**src/hw/rtl/max_pool_2d_with_gradient_core_defines.svh**
```systemverilog
// Assertion macros of the max pooling RTL.
// Included by mpg_engine, the module that carries concurrent checks; depends on nothing.
`ifndef MAX_POOL_2D_WITH_GRADIENT_CORE_DEFINES_SVH
`define MAX_POOL_2D_WITH_GRADIENT_CORE_DEFINES_SVH
`ifndef SYNTHESIS
`define MPG_ASSERT_IMP(label, clk, rst, ante, cons) \
   label: assert property (@(posedge clk) disable iff (rst) (ante) |-> (cons)) \
      else $error("mpg check failed");
`define MPG_ASSERT_NXT(label, clk, rst, ante, cons) \
   label: assert property (@(posedge clk) disable iff (rst) (ante) |=> (cons)) \
      else $error("mpg check failed");
`else
`define MPG_ASSERT_IMP(label, clk, rst, ante, cons)
`define MPG_ASSERT_NXT(label, clk, rst, ante, cons)
`endif
`endif

```
**src/hw/rtl/mpg_ram.sv**
```systemverilog
// Generic single-port synchronous RAM with a registered read.
// Depends on nothing.
`default_nettype none
module mpg_ram #(
   parameter int WIDTH = 16,
   parameter int DEPTH = 256
) (
   input  wire logic                     clock,
   input  wire logic                     we,
   input  wire logic [$clog2(DEPTH)-1:0] addr,
   input  wire logic [WIDTH-1:0]         wdata,
   output logic [WIDTH-1:0]              rdata
);
   logic [WIDTH-1:0] mem [DEPTH];

   // Write port and read-first registered read.
   always_ff @(posedge clock) begin
      if (we) begin
         mem[addr] <= wdata;
      end
      rdata <= mem[addr];
   end
endmodule
`default_nettype wire

```
**config.mk**
```make
export PLATFORM = sky130hd
export DESIGN_NAME = mpg_ram
export DESIGN_NICKNAME = d
export VERILOG_FILES = /design/src/hw/rtl/max_pool_2d_with_gradient_core_defines.svh /design/src/hw/rtl/mpg_ram.sv
export SDC_FILE = /design/constraint.sdc
export NUM_CORES = 2
export LEC_CHECK = 0
export BUFFER_PORTS_ARGS = -buffer_cell sky130_fd_sc_hd__buf_2
export CAP_MARGIN = 15
export CORE_MARGIN = 2
export CORE_UTILIZATION = 55
export DETAILED_ROUTE_END_ITERATION = 7
export PLACE_DENSITY = 0.7
export SLEW_MARGIN = 0
export SYNTH_ARGS = -nofsm -noshare
export SYNTH_HDL_FRONTEND = slang
export SYNTH_SLANG_ARGS = --single-unit
export TNS_END_PERCENT = 30
```
**constraint.sdc**
```tcl
create_clock -name clock -period 9.7 [get_ports clock]
set_input_delay 1.455 -clock clock [delete_from_list [all_inputs] [get_ports clock]]
set_output_delay 1.455 -clock clock [all_outputs]
set_load 0.05 [all_outputs]
```
After elaboration in Yosys (flattened, before gate mapping). Memory sizes are Yosys's and may differ from the RTL's. A register that Yosys moved wholly into a read port is not among the register bits. Cells that the tools add are included.

Register bits after elaboration: 0. Bits in writable memories: 4096. Memories: 1.

Memories: mem (depth 256, width 16, read ports 1, clocked after memory_dff 1, write ports 1, RTL line mpg_ram.sv:14) `logic [WIDTH-1:0] mem [DEPTH];`.

Mux-type cells: 2.

Operators by type and width (number): two-way mux 1 bit (2).

Depth between registers and ports, before layout.
Depth after elaboration: 2. Depth in mapped cells: 10. Depth with buffers taken out: 5.

Worst setup path before layout. Ideal clock, no wire load.

Path type: input to register. Start point: input port addr[0]. End point: memory mem[145][0], enable pin. Library setup time: 409 ps. Arrival time: 3744 ps. Data required time: 9291 ps. Setup slack: 5547 ps. Stages: 7. Cells stage by stage: clkbuf_1 buf_6 clkbuf_1 buf_2 nand2b_1 clkbuf_1 nor3_1.

RTL lines: start, declared (RTL line mpg_ram.sv:10) `input wire logic [$clog2(DEPTH)-1:0] addr,`; end, declared (RTL line mpg_ram.sv:14).

Straight into the memory's write port.

==> metrics.md <==
| Metric | Value |
|---|---|
| Status | `complete, but fails checks` |
| Failing checks | `max-capacitance violations` |
| Die H | `536 um` |
| Grt ovf | `0` |
| Tcrit/Tclk final | `0.559` |
| F_max | `0.184 GHz` |
| Hpwl dp | `222 mm` |
| Synth cell types | `22` |
| Crit path largest cell delay | `1300 ps` |
| Buf/Inv on CP | `3` |
| RePlAce Congestion | `0.825` |
| # hold bufs at CTS | `0` |
| Share of cells above drive strength 1 | `0.288` |
| H-tree depth | `5` |
| Synth Register Bits | `4112` |
| CP dominant cell by count | `buf_12` |
| Final Max Slew Viols | `0` |
| Post-route setup TNS | `0 ps` |
| Most common cell after layout, fill and taps aside | `edfxtp_1` |
| Initial core utilization | `0.552` |
| Pleak | `0.0539 uW` |
| DRC | `0` |
| First-pass GRT wire length | `559 mm` |
| Required time worst endpoint | `10430 ps` |
| Number of DRC markers in iteration 0 | `11093` |
| Placement Rows | `195` |
| Slowest-stage cell, CP | `o41ai_1` |
| CP delay by family, top | `compound AO/OA/AOI/OAI gates` |
| Area grow syn2layout | `12.8%` |
| Clock Tree Root | `clkbuf_16` |
| Die Span X | `536 um` |
| Final setup violating endpoints | `0` |
| Minimum clock period | `5420 ps` |
| Max VDD drop | `0.177 mV` |
| Antenna-violating nets left | `0` |
| Max_slew headroom | `0.00461` |
| Via count | `75486` |
| Antenna violations before repair | `20` |
| Synthesized cell area | `155000 um^2` |
| Post-Route M1 WL | `147 mm` |
| Hold Violations, Final | `0` |
| Clk sinks | `4112` |
| Die area | `287000 um^2` |
| CTS Buf Count | `404` |
| Worst-path clk slew | `60 ps` |
| CP cell instances | `buf_12 -> buf_12 -> buf_4 -> mux4_2 -> a22oi_1 -> a21oi_1 -> o41ai_1 -> nand4_1` |
| Critical Path AT | `6150 ps` |
| Setup crit end kind | `flop` |
| Largest net degree at the start of global routing | `124` |
| Initial DRT Pass Iterations | `6` |
| Clock buffer depth | `4` |
| Slew @ Worst Pin | `1470 ps` |
| Io pins | `42` |
| I/O Buffers | `41` |
| Syn Area/Cell | `23.1 um^2` |
| Top sig layer | `met5` |
| Commonest non-fill, non-tap cells in the layout | `4096 x edfxtp_1, 1024 x mux4_2, 512 x a22oi_1` |
| Design Area, Final | `175000 um^2` |
| Via/cell ratio | `6.72` |
| Final Skew | `78.1 ps` |
| Pwr dens | `209 nW/um^2` |
| CTS tree | `built` |
| YS warnings | `0` |
| # resized after CTS | `0` |
| Synth Instances | `6727` |
| Met3 wire length | `42.4 mm` |
| Core outline area | `282000 um^2` |
| Setup CP Type | `in -> reg` |
| Total of max-cap violations | `1` |
| Critical path peak fanout | `86` |
| Nets@finish | `7158` |
| RSZ-0062 raised after global routing | `false` |
| Mean routed wirelength per cell | `35.1 um` |
| Syn Nets | `6753` |
| Total GRT Usage | `0.275` |
| Sequential area share after synthesis | `0.794` |
| Drt total wl | `394 mm` |
| Startpoint Class | `primary input` |
| Placed Instance Area | `162000 um^2` |
| Vias in the first global route | `75120` |
| Met2 routed WL | `191 mm` |
| Hold Crit Class | `in -> reg` |
| Setup Buffers After CTS | `0` |
| Clock latency at the later pin of the worst-skew pair | `950 ps` |
[routing by layer]
metal | up-vias | GRT usage
met2 | 4651 | 0.435
li1 | 29846 | -
met1 | 40335 | 0.390
met5 | - | 0
met3 | 640 | 0.0547
met4 | 14 | 0.0926
[path summary, 6_finish.rpt]
check / from / to / slack [ps] / depth (start not counted)
min reg2reg: mem[129][0] / rdata[0] / 980 / 5
max reg2reg: mem[246][9] / rdata[9] / 6500 / 5
max: addr[0] / rdata[9] / 4280 / 8
min: wdata[12] / mem[174][12] / 970 / 1
[cell usage after synthesis]
master	count	area share
nand3_1	13	0.00042
buf_6	25	0.0018
dfxtp_1	16	0.0021
nand2_1	28	0.00068
a22oi_1	512	0.025
mux4_2	1024	0.15
nor3_1	30	0.00097
nand4_1	16	0.00064
a21oi_1	256	0.0082
o41ai_1	64	0.0036
nor2b_1	7	0.00028
or2_2	2	0.000081
nor2_1	232	0.0056
buf_4	16	0.00077
or3_1	1	0.000040
clkbuf_1	249	0.0060
inv_1	1	0.000024
buf_2	76	0.0024
and2_1	3	0.00012
nand2b_1	6	0.00024
buf_1	54	0.0013
edfxtp_1	4096	0.79
[state kept, by name, summed over array words and instances (netlist names)]
| signal | cells |
|---|---|
| mem | 4096 |
| rdata | 16 |
[stage by stage]
| stage | hold slack [ps] | utilization | instances | worst slack (ps) | power, uW |
|---|---|---|---|---|---|
| floorplan | 819 | - | 6727 | 5550 | 20900 |
| global placement | 914 | 0.576 | 10456 | 1850 | 21600 |
| detailed placement | 963 | 0.576 | 10469 | 3360 | 21700 |
| CTS | 920 | 0.623 | 11204 | 4290 | 36800 |
| global route | 960 | 0.623 | 11216 | 4020 | 37600 |
| finish | 973 | 0.623 | 11225 | 4280 | 36700 |
[power breakdown]
group	leakage [uW]	internal [uW]	switching, uW	total [uW]
sequential	0.0369	19600	41.3	19600
combinational	0.0106	539	1110	1640
clock	0.00638	8870	6560	15400
[logic make-up after synthesis]
logic type | Yosys count | synth area share
AO/OA/AOI/OAI | 832 | 0.0366
multiplexers | 1024 | 0.148
buffers and inverters | 421 | 0.0124
flip-flops | 4112 | 0.794
AND/OR/NAND/NOR | 338 | 0.00907
[final cells by class]
class                   instances  area (um^2)
fillers                     18548       106000
clock inverters               229         2220
inverters                       1         3.75
multi-input cells            2194        30900
repair buffers                419         3410
diodes                         21         52.6
clock buffers                 506        10800
well taps                    3743         4680
flip-flops and latches       4112       123000
Note: power is estimated with default switching activity, not from simulation.
