$ cat config.mk
export PLATFORM = sky130hd
export DESIGN_NAME = mpg_csr
export DESIGN_NICKNAME = d
export VERILOG_FILES = /design/src/hw/rtl/max_pool_2d_with_gradient_core_defines.svh /design/src/hw/rtl/mpg_pkg.sv /design/src/hw/rtl/mpg_csr.sv
export SDC_FILE = /design/constraint.sdc
export NUM_CORES = 1
export LEC_CHECK = 0
export ABC_AREA = 1
export BUFFER_PORTS_ARGS = -buffer_cell sky130_fd_sc_hd__buf_4
export CAP_MARGIN = 20
export CELL_PAD_IN_SITES_DETAIL_PLACEMENT = 1
export CELL_PAD_IN_SITES_GLOBAL_PLACEMENT = 2
export CORE_AREA = 5 5 85 87
export CTS_CLUSTER_SIZE = 28
export DETAILED_ROUTE_END_ITERATION = 6
export DIE_AREA = 0 0 90 92
export GPL_TIMING_DRIVEN = 0
export PLACE_DENSITY = 0.89
export SYNTH_ARGS = -nofsm -noshare
export SYNTH_HDL_FRONTEND = slang
export SYNTH_SLANG_ARGS = --single-unit
$ cat constraint.sdc
create_clock -name clock -period 2.23 [get_ports clock]
set_clock_uncertainty 0.15 [all_clocks]
set_input_delay 0.446 -clock clock [delete_from_list [all_inputs] [get_ports clock]]
set_output_delay 0.446 -clock clock [all_outputs]
set_load 0.02 [all_outputs]
$ cat src/hw/rtl/max_pool_2d_with_gradient_core_defines.svh
// Assertion macros of the max pooling RTL.
// Included by mpg_engine, the module that carries concurrent checks; depends on nothing.
`ifndef MAX_POOL_2D_WITH_GRADIENT_CORE_DEFINES_SVH
`define MAX_POOL_2D_WITH_GRADIENT_CORE_DEFINES_SVH
`ifndef SYNTHESIS
`define MPG_ASSERT_IMP(label, clk, rst, ante, cons) \
   label: assert property (@(posedge clk) disable iff (rst) (ante) |-> (cons)) \
      else $error("mpg check failed");
`define MPG_ASSERT_NXT(label, clk, rst, ante, cons) \
   label: assert property (@(posedge clk) disable iff (rst) (ante) |=> (cons)) \
      else $error("mpg check failed");
`else
`define MPG_ASSERT_IMP(label, clk, rst, ante, cons)
`define MPG_ASSERT_NXT(label, clk, rst, ante, cons)
`endif
`endif

$ cat src/hw/rtl/mpg_pkg.sv
// Shared types and constants of the max pooling core.
// Used by every module of the block but mpg_ram; depends on nothing.
`default_nettype none
package mpg_pkg;
   localparam int MAX_CHANNELS = 16;
   localparam int MAX_WIDTH    = 64;
   localparam int MAX_HEIGHT   = 64;
   localparam int MAX_WINDOW   = 8;
   localparam int CH_W   = 4;
   localparam int ROW_W  = 6;
   localparam int COL_W  = 6;
   localparam int ADDR_W = CH_W + ROW_W + COL_W;
   localparam int DEPTH  = 1 << ADDR_W;
   localparam int SMP_W  = 16;
   localparam int GRD_W  = 24;
   localparam int POS_W  = 13;
   localparam int CSR_IDX_W  = 4;
   localparam int CSR_DATA_W = 7;

   localparam logic [CSR_IDX_W-1:0] REG_WINDOW_WIDTH  = 4'd0;
   localparam logic [CSR_IDX_W-1:0] REG_WINDOW_HEIGHT = 4'd1;
   localparam logic [CSR_IDX_W-1:0] REG_STRIDE_X      = 4'd2;
   localparam logic [CSR_IDX_W-1:0] REG_STRIDE_Y      = 4'd3;
   localparam logic [CSR_IDX_W-1:0] REG_PAD_X         = 4'd4;
   localparam logic [CSR_IDX_W-1:0] REG_PAD_Y         = 4'd5;
   localparam logic [CSR_IDX_W-1:0] REG_IMAGE_WIDTH   = 4'd6;
   localparam logic [CSR_IDX_W-1:0] REG_IMAGE_HEIGHT  = 4'd7;

   localparam logic [1:0] STATUS_OK        = 2'd0;
   localparam logic [1:0] STATUS_OUTSIDE   = 2'd1;
   localparam logic [1:0] STATUS_SATURATED = 2'd2;

   typedef enum logic [1:0] {
      OP_LOAD = 2'd0,
      OP_POOL = 2'd1,
      OP_GRAD = 2'd2,
      OP_READ = 2'd3
   } op_type;

   typedef enum logic [2:0] {
      ST_IDLE, ST_START, ST_SCAN, ST_DRAIN, ST_GRD_RD, ST_GRD_WR, ST_GREAD, ST_DONE
   } state_type;

   typedef struct packed {
      logic [1:0]              opcode;
      logic [CH_W-1:0]         channel;
      logic [ROW_W-1:0]        row;
      logic [COL_W-1:0]        col;
      logic signed [SMP_W-1:0] value;
   } req_type;

   typedef struct packed {
      logic signed [SMP_W-1:0] pooled_value;
      logic [ROW_W-1:0]        winner_row;
      logic [COL_W-1:0]        winner_col;
      logic                    winner_inside;
      logic signed [GRD_W-1:0] gradient;
      logic [1:0]              status;
   } rsp_type;

   // Effective settings, sizes already clamped into their legal ranges.
   typedef struct packed {
      logic [3:0] ww;
      logic [3:0] wh;
      logic [3:0] sx;
      logic [3:0] sy;
      logic [2:0] px;
      logic [2:0] py;
      logic [6:0] iw;
      logic [6:0] ih;
   } cfg_type;

   typedef struct packed {
      logic                    we;
      logic [ADDR_W-1:0]       addr;
      logic [SMP_W-1:0]        wdata;
   } smp_ram_type;

   typedef struct packed {
      logic                    we;
      logic [ADDR_W-1:0]       addr;
      logic [GRD_W-1:0]        wdata;
   } grd_ram_type;
endpackage
`default_nettype wire

$ cat src/hw/rtl/mpg_csr.sv
// Configuration registers of the pooling core and their clamped view.
// Depends on mpg_pkg.
`default_nettype none
module mpg_csr
   import mpg_pkg::*;
(
   input  wire logic                  clock,
   input  wire logic                  reset,
   input  wire logic                  csr_we,
   input  wire logic [CSR_IDX_W-1:0]  csr_index,
   input  wire logic [CSR_DATA_W-1:0] csr_wdata,
   output cfg_type                    cfg
);
   logic [3:0] ww_ff, wh_ff, sx_ff, sy_ff;
   logic [2:0] px_ff, py_ff;
   logic [6:0] iw_ff, ih_ff;

   // Register writes by index; unknown indexes are ignored.
   always_ff @(posedge clock) begin
      if (reset) begin
         ww_ff <= 4'd2;
         wh_ff <= 4'd2;
         sx_ff <= 4'd2;
         sy_ff <= 4'd2;
         px_ff <= 3'd0;
         py_ff <= 3'd0;
         iw_ff <= 7'd64;
         ih_ff <= 7'd64;
      end else if (csr_we) begin
         case (csr_index)
            REG_WINDOW_WIDTH:  ww_ff <= csr_wdata[3:0];
            REG_WINDOW_HEIGHT: wh_ff <= csr_wdata[3:0];
            REG_STRIDE_X:      sx_ff <= csr_wdata[3:0];
            REG_STRIDE_Y:      sy_ff <= csr_wdata[3:0];
            REG_PAD_X:         px_ff <= csr_wdata[2:0];
            REG_PAD_Y:         py_ff <= csr_wdata[2:0];
            REG_IMAGE_WIDTH:   iw_ff <= csr_wdata[6:0];
            REG_IMAGE_HEIGHT:  ih_ff <= csr_wdata[6:0];
            default: ;
         endcase
      end
   end

   // Sizes of zero act as one, sizes above the maximum act as the maximum.
   always_comb begin
      cfg.ww = (ww_ff == 4'd0) ? 4'd1 :
               ({28'd0, ww_ff} > MAX_WINDOW) ? 4'(MAX_WINDOW) : ww_ff;
      cfg.wh = (wh_ff == 4'd0) ? 4'd1 :
               ({28'd0, wh_ff} > MAX_WINDOW) ? 4'(MAX_WINDOW) : wh_ff;
      cfg.iw = (iw_ff == 7'd0) ? 7'd1 :
               ({25'd0, iw_ff} > MAX_WIDTH) ? 7'(MAX_WIDTH) : iw_ff;
      cfg.ih = (ih_ff == 7'd0) ? 7'd1 :
               ({25'd0, ih_ff} > MAX_HEIGHT) ? 7'(MAX_HEIGHT) : ih_ff;
      cfg.sx = sx_ff;
      cfg.sy = sy_ff;
      cfg.px = px_ff;
      cfg.py = py_ff;
   end
endmodule
`default_nettype wire

Word level (Yosys, flattened, before mapping)
Cells that the tools add are included.
{"block": "word_totals", "regBits": 36, "inputBits": 14, "output_inout_bits": 36, "wordCells": 40}
{"block": "classes", "magnitude_cmp": 4, "eq_ne": 7, "muxes": 8, "n_reduce_logical": 13}
{"op": "$mux 7", "count": 4}
{"op": "$eq 4x3->1 const B", "count": 4}
{"op": "$mux 4", "count": 4}
{"op": "$reduce_and 2->1", "count": 8}
{"op": "$gt 7x7->1 const B", "count": 2}
{"op": "$logic_not 7->1", "count": 2}
{"op": "$logic_not 4->1", "count": 3}
{"op": "$eq 4x2->1 const B", "count": 2}
{"op": "$gt 4x4->1 const B", "count": 2}
{"op": "$eq 4x1->1 const B", "count": 1}

Depth between registers and ports, before layout
Gate-level depths: netlist (run 1).
{"block": "depth", "depth_word": 3, "ltp_mapped": 6, "depth_no_buf": 6}

Worst setup path before layout (run 1)
Ideal clock, no wire load.
{"block": "synth_timing", "kind": "register to output", "startpoint": "reg ih_ff[4]", "endpoint": "out cfg[0] in the netlist's numbering", "arrival_ns": 0.967, "t_required_ns": 1.634, "path_slack_ns": 0.667, "stages_incl_launch_ff": 4, "path_buffers": 0, "cell_sequence": "dfxtp_1 > nor2_1 > nand3_1 > o21ai_0"}
{"element": "start, declared", "line": "mpg_csr.sv:16", "source": "logic [6:0] iw_ff, ih_ff;"}
{"element": "start signal, assigned", "line": "mpg_csr.sv:38", "source": "REG_IMAGE_HEIGHT: ih_ff <= csr_wdata[6:0];"}
{"element": "end, declared", "line": "mpg_csr.sv:12", "source": "output cfg_type cfg"}

==> results.txt, run 1 <==
The cell area after synthesis is 0.001797 mm^2. The via count normalized by instance count is 4.534. At the pin with the least slew margin, the transition time is 0.4471 ns.

The starting density of the core came out at 28.62%. The fraction of final layout cells sized beyond drive strength 1 came out at 21.36%. The number of violations of the max-capacitance limit came out at 0. The most common cell after layout, fill and taps aside is sky130_fd_sc_hd__nor2_1. The cell that appears most often on the critical path is sky130_fd_sc_hd__nor2_1. The number of clock buffers inserted by TritonCTS came out at 5. Based on the critical path, the design can be clocked at up to 0.5570 GHz.

The sink count of the clock tree is 36. The total number of vias came out at 1877. The via count of the first global-routing pass is 1897. The critical path is of the reg -> out type.

The tightest min-delay check is of the in -> reg type. TritonCTS built the clock tree. The number of hold buffers added after CTS is 0. The count of state elements after synthesis came out at 36. The die is 92 um tall. The starting DRC count in detailed routing came out at 60. Summing all multi-input logic gate instances after layout gives 849.6 um^2.

After legalization and detailed placement, the total HPWL measured 3980 um. The share of the clock period used by the worst path after layout is 80.51%. Leaving out fill and tap cells, the most frequent cells in the layout are 77 x sky130_fd_sc_hd__nor2_1, 51 x sky130_fd_sc_hd__buf_4, 47 x sky130_fd_sc_hd__nand2_1.

The synthesized area divided by synthesized cell count came out at 6.417 um^2. The maximum number of pins on one net before global-route repair is 12. The antenna diode count came out at 0. The area added between synthesis and finish is 30.99%. STA classifies the critical path startpoint as a flip-flop.

The detail route stage leaves a number of antenna-violating nets equal to 0. The number of hold-slack violations in the final timing report is 0. The critical path arrival is 1.20 ns. The total of cells resized after clock tree synthesis came out at 0.

Measured against its own limit, the worst slew margin works out to 70.08%. Clock-pin slew was measured on the worst setup and hold paths at 0.07 ns. The floorplan has 29 rows. The total negative setup slack is 0 ns. The highest net fanout along the worst path came out at 3.

The leakage dissipation is 0.001119 uW. Yosys printed 0 warnings. The total routing usage reported by global routing came out at 13.15%. The final number of setup-violating endpoints came out at 0. Counting I/O delays and the setup requirement, the final critical path takes 1.795 ns.

The register cell area after layout is 720.7 um^2. The power density over the cells is 570.4 mW/mm^2. The root buffer cell chosen for the clock tree is sky130_fd_sc_hd__clkbuf_8. STA classifies the critical path endpoint as a primary output. The worst stage delay on the critical path came out at 0.33 ns. The number of antenna violations at the first check in global routing was 0.

Excluding fillers, the count of instances in the completed layout stands at 414. The count of cell types in the netlist came out at 18. In the synthesized netlist the dominant register cell turns out to be sky130_fd_sc_hd__dfxtp_1.

The die span in x is 90 um. The largest individual stage delay along the critical path comes from the cell sky130_fd_sc_hd__dfxtp_1. The wire length per cell after detailed routing is 12.57 um. The die covers 0.008280 mm^2. The number of placed instances, taps included, is 406. The number of iterations in the first detailed-routing pass came out at 4. The count of fill cells added during filler insertion came out at 845.

The max-slew violation total from the final report is 0. Traced cell by cell, the critical path runs through nor2_1 -> nand3_1 -> nand2_1 -> inv_1 -> nor2_1 -> buf_4. The number of flops mapped to enable cells by yosys came out at 0. In this run the post-CTS setup repair buffer count came out at 0. The global-route congestion overflow total came out at 0.

The total wirelength of the detailed-routed design came out at 5203 um. The flow ran to the end, and the final reports show no timing, DRC or antenna violations. The later pin in the worst-skew pair is clocked with a latency of 0.28 ns.

The number of buffers on the longest clock path is 2. The first-pass GRT wire length came out at 9121 um. The total DRC errors in the routed layout came out at 0. The proportion of synthesized chip area in sequential cells came out at 40.11%. In this run the standard cell core region covers 0.006277 mm^2. The number of buffer cells added on primary ports came out at 49.

The global placement routability congestion is 0.8337. The worst-case IR drop observed on VDD is 0.3384 mV. Setup repair after global routing left no endpoint under its margin.

The synthesized net count came out at 294. The proportion of register bits with asynchronous set or reset after synthesis is 0%. Synthesis produced a netlist whose cell count is 280.

In the final design database the tool counted 350 nets. The top-level I/O count is 50. The number of levels the H-tree was split into came out at 2. The required time at the endpoint of the critical path came out at 1.63 ns.
## logic make-up after synthesis
| logic type | Yosys count | share of synthesized area [%] |
|---|---|---|
| AOI/OAI and AO/OA | 10 | 3.064 |
| buffers and inverters | 55 | 12.60 |
| DFF | 36 | 40.11 |
| and+or+nand+nor | 179 | 44.22 |
## cells in the mapped netlist (2+ instances only)
library cell	n	area, um^2
sky130_fd_sc_hd__nand2_1	47	176.4
sky130_fd_sc_hd__dfxtp_1	36	720.7
sky130_fd_sc_hd__buf_2	4	20.02
sky130_fd_sc_hd__nor2_2	2	12.51
sky130_fd_sc_hd__inv_1	42	157.7
sky130_fd_sc_hd__nor2_1	77	289.0
sky130_fd_sc_hd__nand4_1	16	100.1
sky130_fd_sc_hd__buf_4	2	15.01
sky130_fd_sc_hd__nand3_1	29	145.1
sky130_fd_sc_hd__o21a_1	2	15.01
sky130_fd_sc_hd__nor2_4	4	45.04
sky130_fd_sc_hd__clkbuf_1	5	18.77
sky130_fd_sc_hd__o21ai_0	8	40.04
sky130_fd_sc_hd__nor3_1	2	10.01
## per-stage QoR
step           power [uW]  util (%)  cell area, um^2  setup slack (ns)  hold WS, ns
6_report             1342     37.49             2354            0.4346       0.2318
5_1_grt              1423     37.49             2354            0.3238       0.2278
4_1_cts              1370     37.49             2354            0.3964       0.2268
3_5_place_dp        877.6     36.02             2261            0.6382       0.3232
3_3_place_gp        874.3     36.02             2261            0.6660       0.3130
2_1_floorplan       797.1         -             1797            0.6668       0.3024
## power by group
group / internal (uW) / switching [uW] / total (uW)
combinational: 70.2 / 124 / 194
sequential: 657 / 10.3 / 667
clock: 247 / 235 / 482
## registers in the layout (all words and copies together) (netlist names)
register and flops:
ih_ff 7, iw_ff 7, px_ff 3, py_ff 3
sx_ff 4, sy_ff 4, wh_ff 4, ww_ff 4
## path summary, 6_finish.rpt
| path | from | end | slack (ns) | depth (start not counted) |
|---|---|---|---|---|
| hold / removal | csr_wdata[6] | ih_ff[6] | 0.23 | 3 |
| hold reg to reg | sy_ff[1] | sy_ff[1] | 0.34 | 2 |
| setup reg to reg | ww_ff[3] | ww_ff[3] | 1.34 | 4 |
| setup / recovery | iw_ff[2] | cfg[10] | 0.43 | 6 |
## layout make-up
cell class                      instances  area share (%)
Buffer                                 12           2.764
Clock buffer                            6           3.509
Multi-Input combinational cell        189           36.10
Tap cell                               77           4.094
Timing Repair Buffer                   49           15.63
Inverter                               43           6.858
Clock inverter                          2          0.4253
Sequential cell                        36           30.62
## worst max-delay path, delay by kind of cell (launching register included)
family	cells	cell delay (ns)
flip-flops	1	0.33
AND/OR/NAND/NOR	4	0.38
buffers and inverters	2	0.21
## metal layers
layer | vias to the layer above | global-route usage [%] | share of wire [%]
li1 | 979 | - | -
met3 | 6 | 4.910 | 6.3
met4 | 0 | 3.722 | 1.1
met5 | - | 0 | 0
met1 | 847 | 17.23 | 49
met2 | 45 | 20.24 | 43
(Power assumes the default switching activity.)
==> run 2: changes to the inputs <==
--- a/config.mk
+++ b/config.mk
@@ -10,12 +10,12 @@
 export CAP_MARGIN = 20
 export CELL_PAD_IN_SITES_DETAIL_PLACEMENT = 1
 export CELL_PAD_IN_SITES_GLOBAL_PLACEMENT = 2
-export CORE_AREA = 5 5 85 87
+export CORE_AREA = 5 5 93 95
 export CTS_CLUSTER_SIZE = 28
 export DETAILED_ROUTE_END_ITERATION = 6
-export DIE_AREA = 0 0 90 92
+export DIE_AREA = 0 0 98 100
 export GPL_TIMING_DRIVEN = 0
-export PLACE_DENSITY = 0.89
+export PLACE_DENSITY = 0.79
 export SYNTH_ARGS = -nofsm -noshare
 export SYNTH_HDL_FRONTEND = slang
 export SYNTH_SLANG_ARGS = --single-unit
==> constraint.sdc (replaced) <==
create_clock -name clock -period 1.45 [get_ports clock]
set_clock_uncertainty 0.15 [all_clocks]
set_input_delay 0.29 -clock clock [delete_from_list [all_inputs] [get_ports clock]]
set_output_delay 0.29 -clock clock [all_outputs]
set_load 0.02 [all_outputs]
==> run 2 against run 1 <==
  * The run now ends with negative setup slack left
  * Wire length up 4.8%
  * Utilization down 3.7 points
  * Sequential power up 54%
  * Via count up 0.53%
  * Non-clock buffer count up 10
  * First-iteration DRC count up 8.3%
  * Critical path type unchanged
==> results.txt, run 2 (synthesized netlist as in run 1, its figures left out) <==
The run finished, with violations left. The final reports fail on negative setup slack. The worst setup path is launched from a flip-flop. The starting density of the core is 23.49%.

The slack of the critical path came out at -0.1612 ns. From synthesis to final layout, the design area changed by 43.94%. The area after detailed placement is 0.002292 mm^2. The count of cells along the worst register-to-register path is 3. For hold timing, the worst endpoint is iw_ff[6]. The highest attainable clock frequency came out at 0.6206 GHz. The global placement routability congestion is 0.7539. After clock tree synthesis, the clock-pin slew on the worst setup and hold paths is 0.07 ns. In this run the critical register-to-register path is launched from wh_ff[1]. The global-route congestion overflow total is 0. The placement-stage worst setup slack is 0.009716 ns.

The worst IR drop on VDD came out at 0.3141 mV. The leakage dissipation came out at 0.001186 uW. The starting DRC count in detailed routing is 65.

The die area came out at 0.009800 mm^2. The clock passes through at most 2 buffers. The first-pass GRT wire length came out at 9301 um. The worst min-delay path startpoint is csr_wdata[6]. The smallest hold slack came out at 0.08110 ns. The share of the clock period used by the worst path after layout is 111.1%. In the global route stage, met2 resource usage came out at 19.11%. The largest registers in the layout are ih_ff (7), iw_ff (7). The library cell used most frequently in the layout, excluding fill and tap cells, is sky130_fd_sc_hd__nor2_1. The final critical-path required period came out at 1.611 ns. The area of the placeable core is 0.007647 mm^2. The final number of setup-violating endpoints is 12. The CTS tree is done.

By startpoint and endpoint, the worst setup path is classified as reg -> out. The tool flagged a number of max-cap violations equal to 0. The sink count of the clock tree is 36. The antenna diode count is 0. The die is 98 um wide. In the layout the commonest cells are 69 x sky130_fd_sc_hd__nor2_1, 48 x sky130_fd_sc_hd__buf_4, 47 x sky130_fd_sc_hd__nand2_1.

The HPWL reported at the end of detailed placement came out at 4134 um. The worst setup path is captured at a primary output. The number of antenna violations at the first check in global routing came out at 0. The fraction of final layout cells sized beyond drive strength 1 came out at 32.95%. The top-level I/O count is 50.

Setup repair after global routing could not meet its margin everywhere. Tracing the worst setup path back leads to its startpoint at iw_ff[0]. The worst flop-to-flop path endpoint is wh_ff[1]. The path class of the tightest hold or removal check is in -> reg.

For met3 alone, demand over resource in global routing was 3.127%. The number of clock buffers inserted by TritonCTS came out at 5. In this run the power density over the cells is 818.9 mW/mm^2. In the final routed layout, each cell accounts on average for 12.17 um. The total routing usage reported by global routing came out at 11.54%. The total DRC errors in the routed layout came out at 0. The relative slew slack came out at 69.94%. The finished cells cover 0.002586 mm^2. After the last flow step, the layout net total stands at 360. The required time at the endpoint of the critical path is 1.01 ns.

Entering global routing, the biggest net connects 11 pins. The detailed router placed 1887 vias in this run. The number of levels the H-tree was split into is 2. The hold-critical path depth came out at 3.

The layer flagged by global routing as most heavily used is met2. The via count of the first global-routing pass is 1976. The max-slew violation total from the final report came to 0.

Including well taps, the total number of placed cells is 431. The first TritonRoute pass finished after 4 iterations. The minimum setup slack among reg-to-reg paths is 0.57 ns. The non-filler instance count after layout is 448. STA puts the critical path data arrival time at 1.17 ns. The number of hold-slack violations in the final timing report was 0. The clock latency on the worst-skew pair came out at 0.28 ns.

The number of standard-cell rows in the floorplan came out at 32. The number of routed nets with antenna violations came out at 0. Global routing consumed, on the met1 layer, 14.73% of the routing resources.

The via count normalized by instance count came out at 4.212. The die extent in y is 100 um. The root buffer cell is sky130_fd_sc_hd__clkbuf_8.

The number of buffer cells added on primary ports came out at 49. Of all nets on the critical path, the largest fanout is 3. The final layout contains routed wiring with a total length of 5452 um.

The transition time of the tightest slew-check pin is 0.4493 ns.
[run 2: cell count changes in the layout (fill, tap and decap cells not counted), moves of 2 or more]
cell / before / now
sky130_fd_sc_hd__nor3_4: 0 / 2
sky130_fd_sc_hd__clkinv_2: 2 / 0
sky130_fd_sc_hd__buf_6: 1 / 14
sky130_fd_sc_hd__nor2_2: 2 / 9
sky130_fd_sc_hd__dfxtp_1: 36 / 18
sky130_fd_sc_hd__o21ai_1: 0 / 2
sky130_fd_sc_hd__nor2_1: 77 / 69
sky130_fd_sc_hd__inv_1: 42 / 38
sky130_fd_sc_hd__nor3_1: 2 / 0
sky130_fd_sc_hd__buf_4: 51 / 48
sky130_fd_sc_hd__o21ai_0: 8 / 5
sky130_fd_sc_hd__dfxtp_2: 0 / 18
sky130_fd_sc_hd__inv_2: 0 / 4
[run 2: per-layer routing]
| metal | vias to the layer above | routed length, um |
|---|---|---|
| met5 | - | 0 |
| met4 | 0 | 79 |
| met3 | 8 | 315 |
| met2 | 45 | 2459 |
| met1 | 836 | 2598 |
| li1 | 998 | - |
[run 2: worst max-delay path, stage by stage (launching register included)]
cell and delay [ns]:
sky130_fd_sc_hd__dfxtp_2 0.32, sky130_fd_sc_hd__nor2_1 0.10, sky130_fd_sc_hd__nand3_1 0.11, sky130_fd_sc_hd__nand2_1 0.09, sky130_fd_sc_hd__inv_2 0.05, sky130_fd_sc_hd__nor2_1 0.08, sky130_fd_sc_hd__buf_4 0.14
[run 2: where the power goes]
| part | switching, uW | internal (uW) | leakage (uW) |
|---|---|---|---|
| logic | 198 | 123 | 0.000839 |
| registers | 17.9 | 1010 | 0.000297 |
| clock network | 343 | 423 | 0.0000503 |
[run 2: worst max path at each step]
stage,to,cells past startpoint
2_1_floorplan,cfg[0],3
3_3_place_gp,sx_ff[3],6
3_5_place_dp,ww_ff[2],6
5_1_grt,cfg[5],6
4_1_cts,cfg[3],6
6_report,cfg[8],6
[run 2: timing repair]
action / in CTS / in global routing
endpoints found under the setup margin: 12 / 19
hold endpoints to repair: 0 / 0
buffers inserted: 10 / 0
pin swaps: 5 / 5
resized for setup: 24 / 28
hold buffers: 0 / 0
[run 2: layout make-up]
type / instances / area (um^2)
Buffer: 12 / 65.06
Clock buffer: 7 / 96.34
Fill cell: 979 / 5061
Inverter: 43 / 161.4
Multi-Input combinational cell: 189 / 900.9
Sequential cell: 36 / 743.2
Tap cell: 102 / 127.6
Timing Repair Buffer: 59 / 491.7
[run 2: metrics by stage]
step	setup TNS, ns	power (uW)	utilization, %
final	-1.256	2118	33.82
after global routing	-2.420	2227	33.82
after CTS	-1.421	2143	32.76
after detailed placement	0	1352	29.97
after global placement	0	1347	29.97
after floorplan	0	1226	-
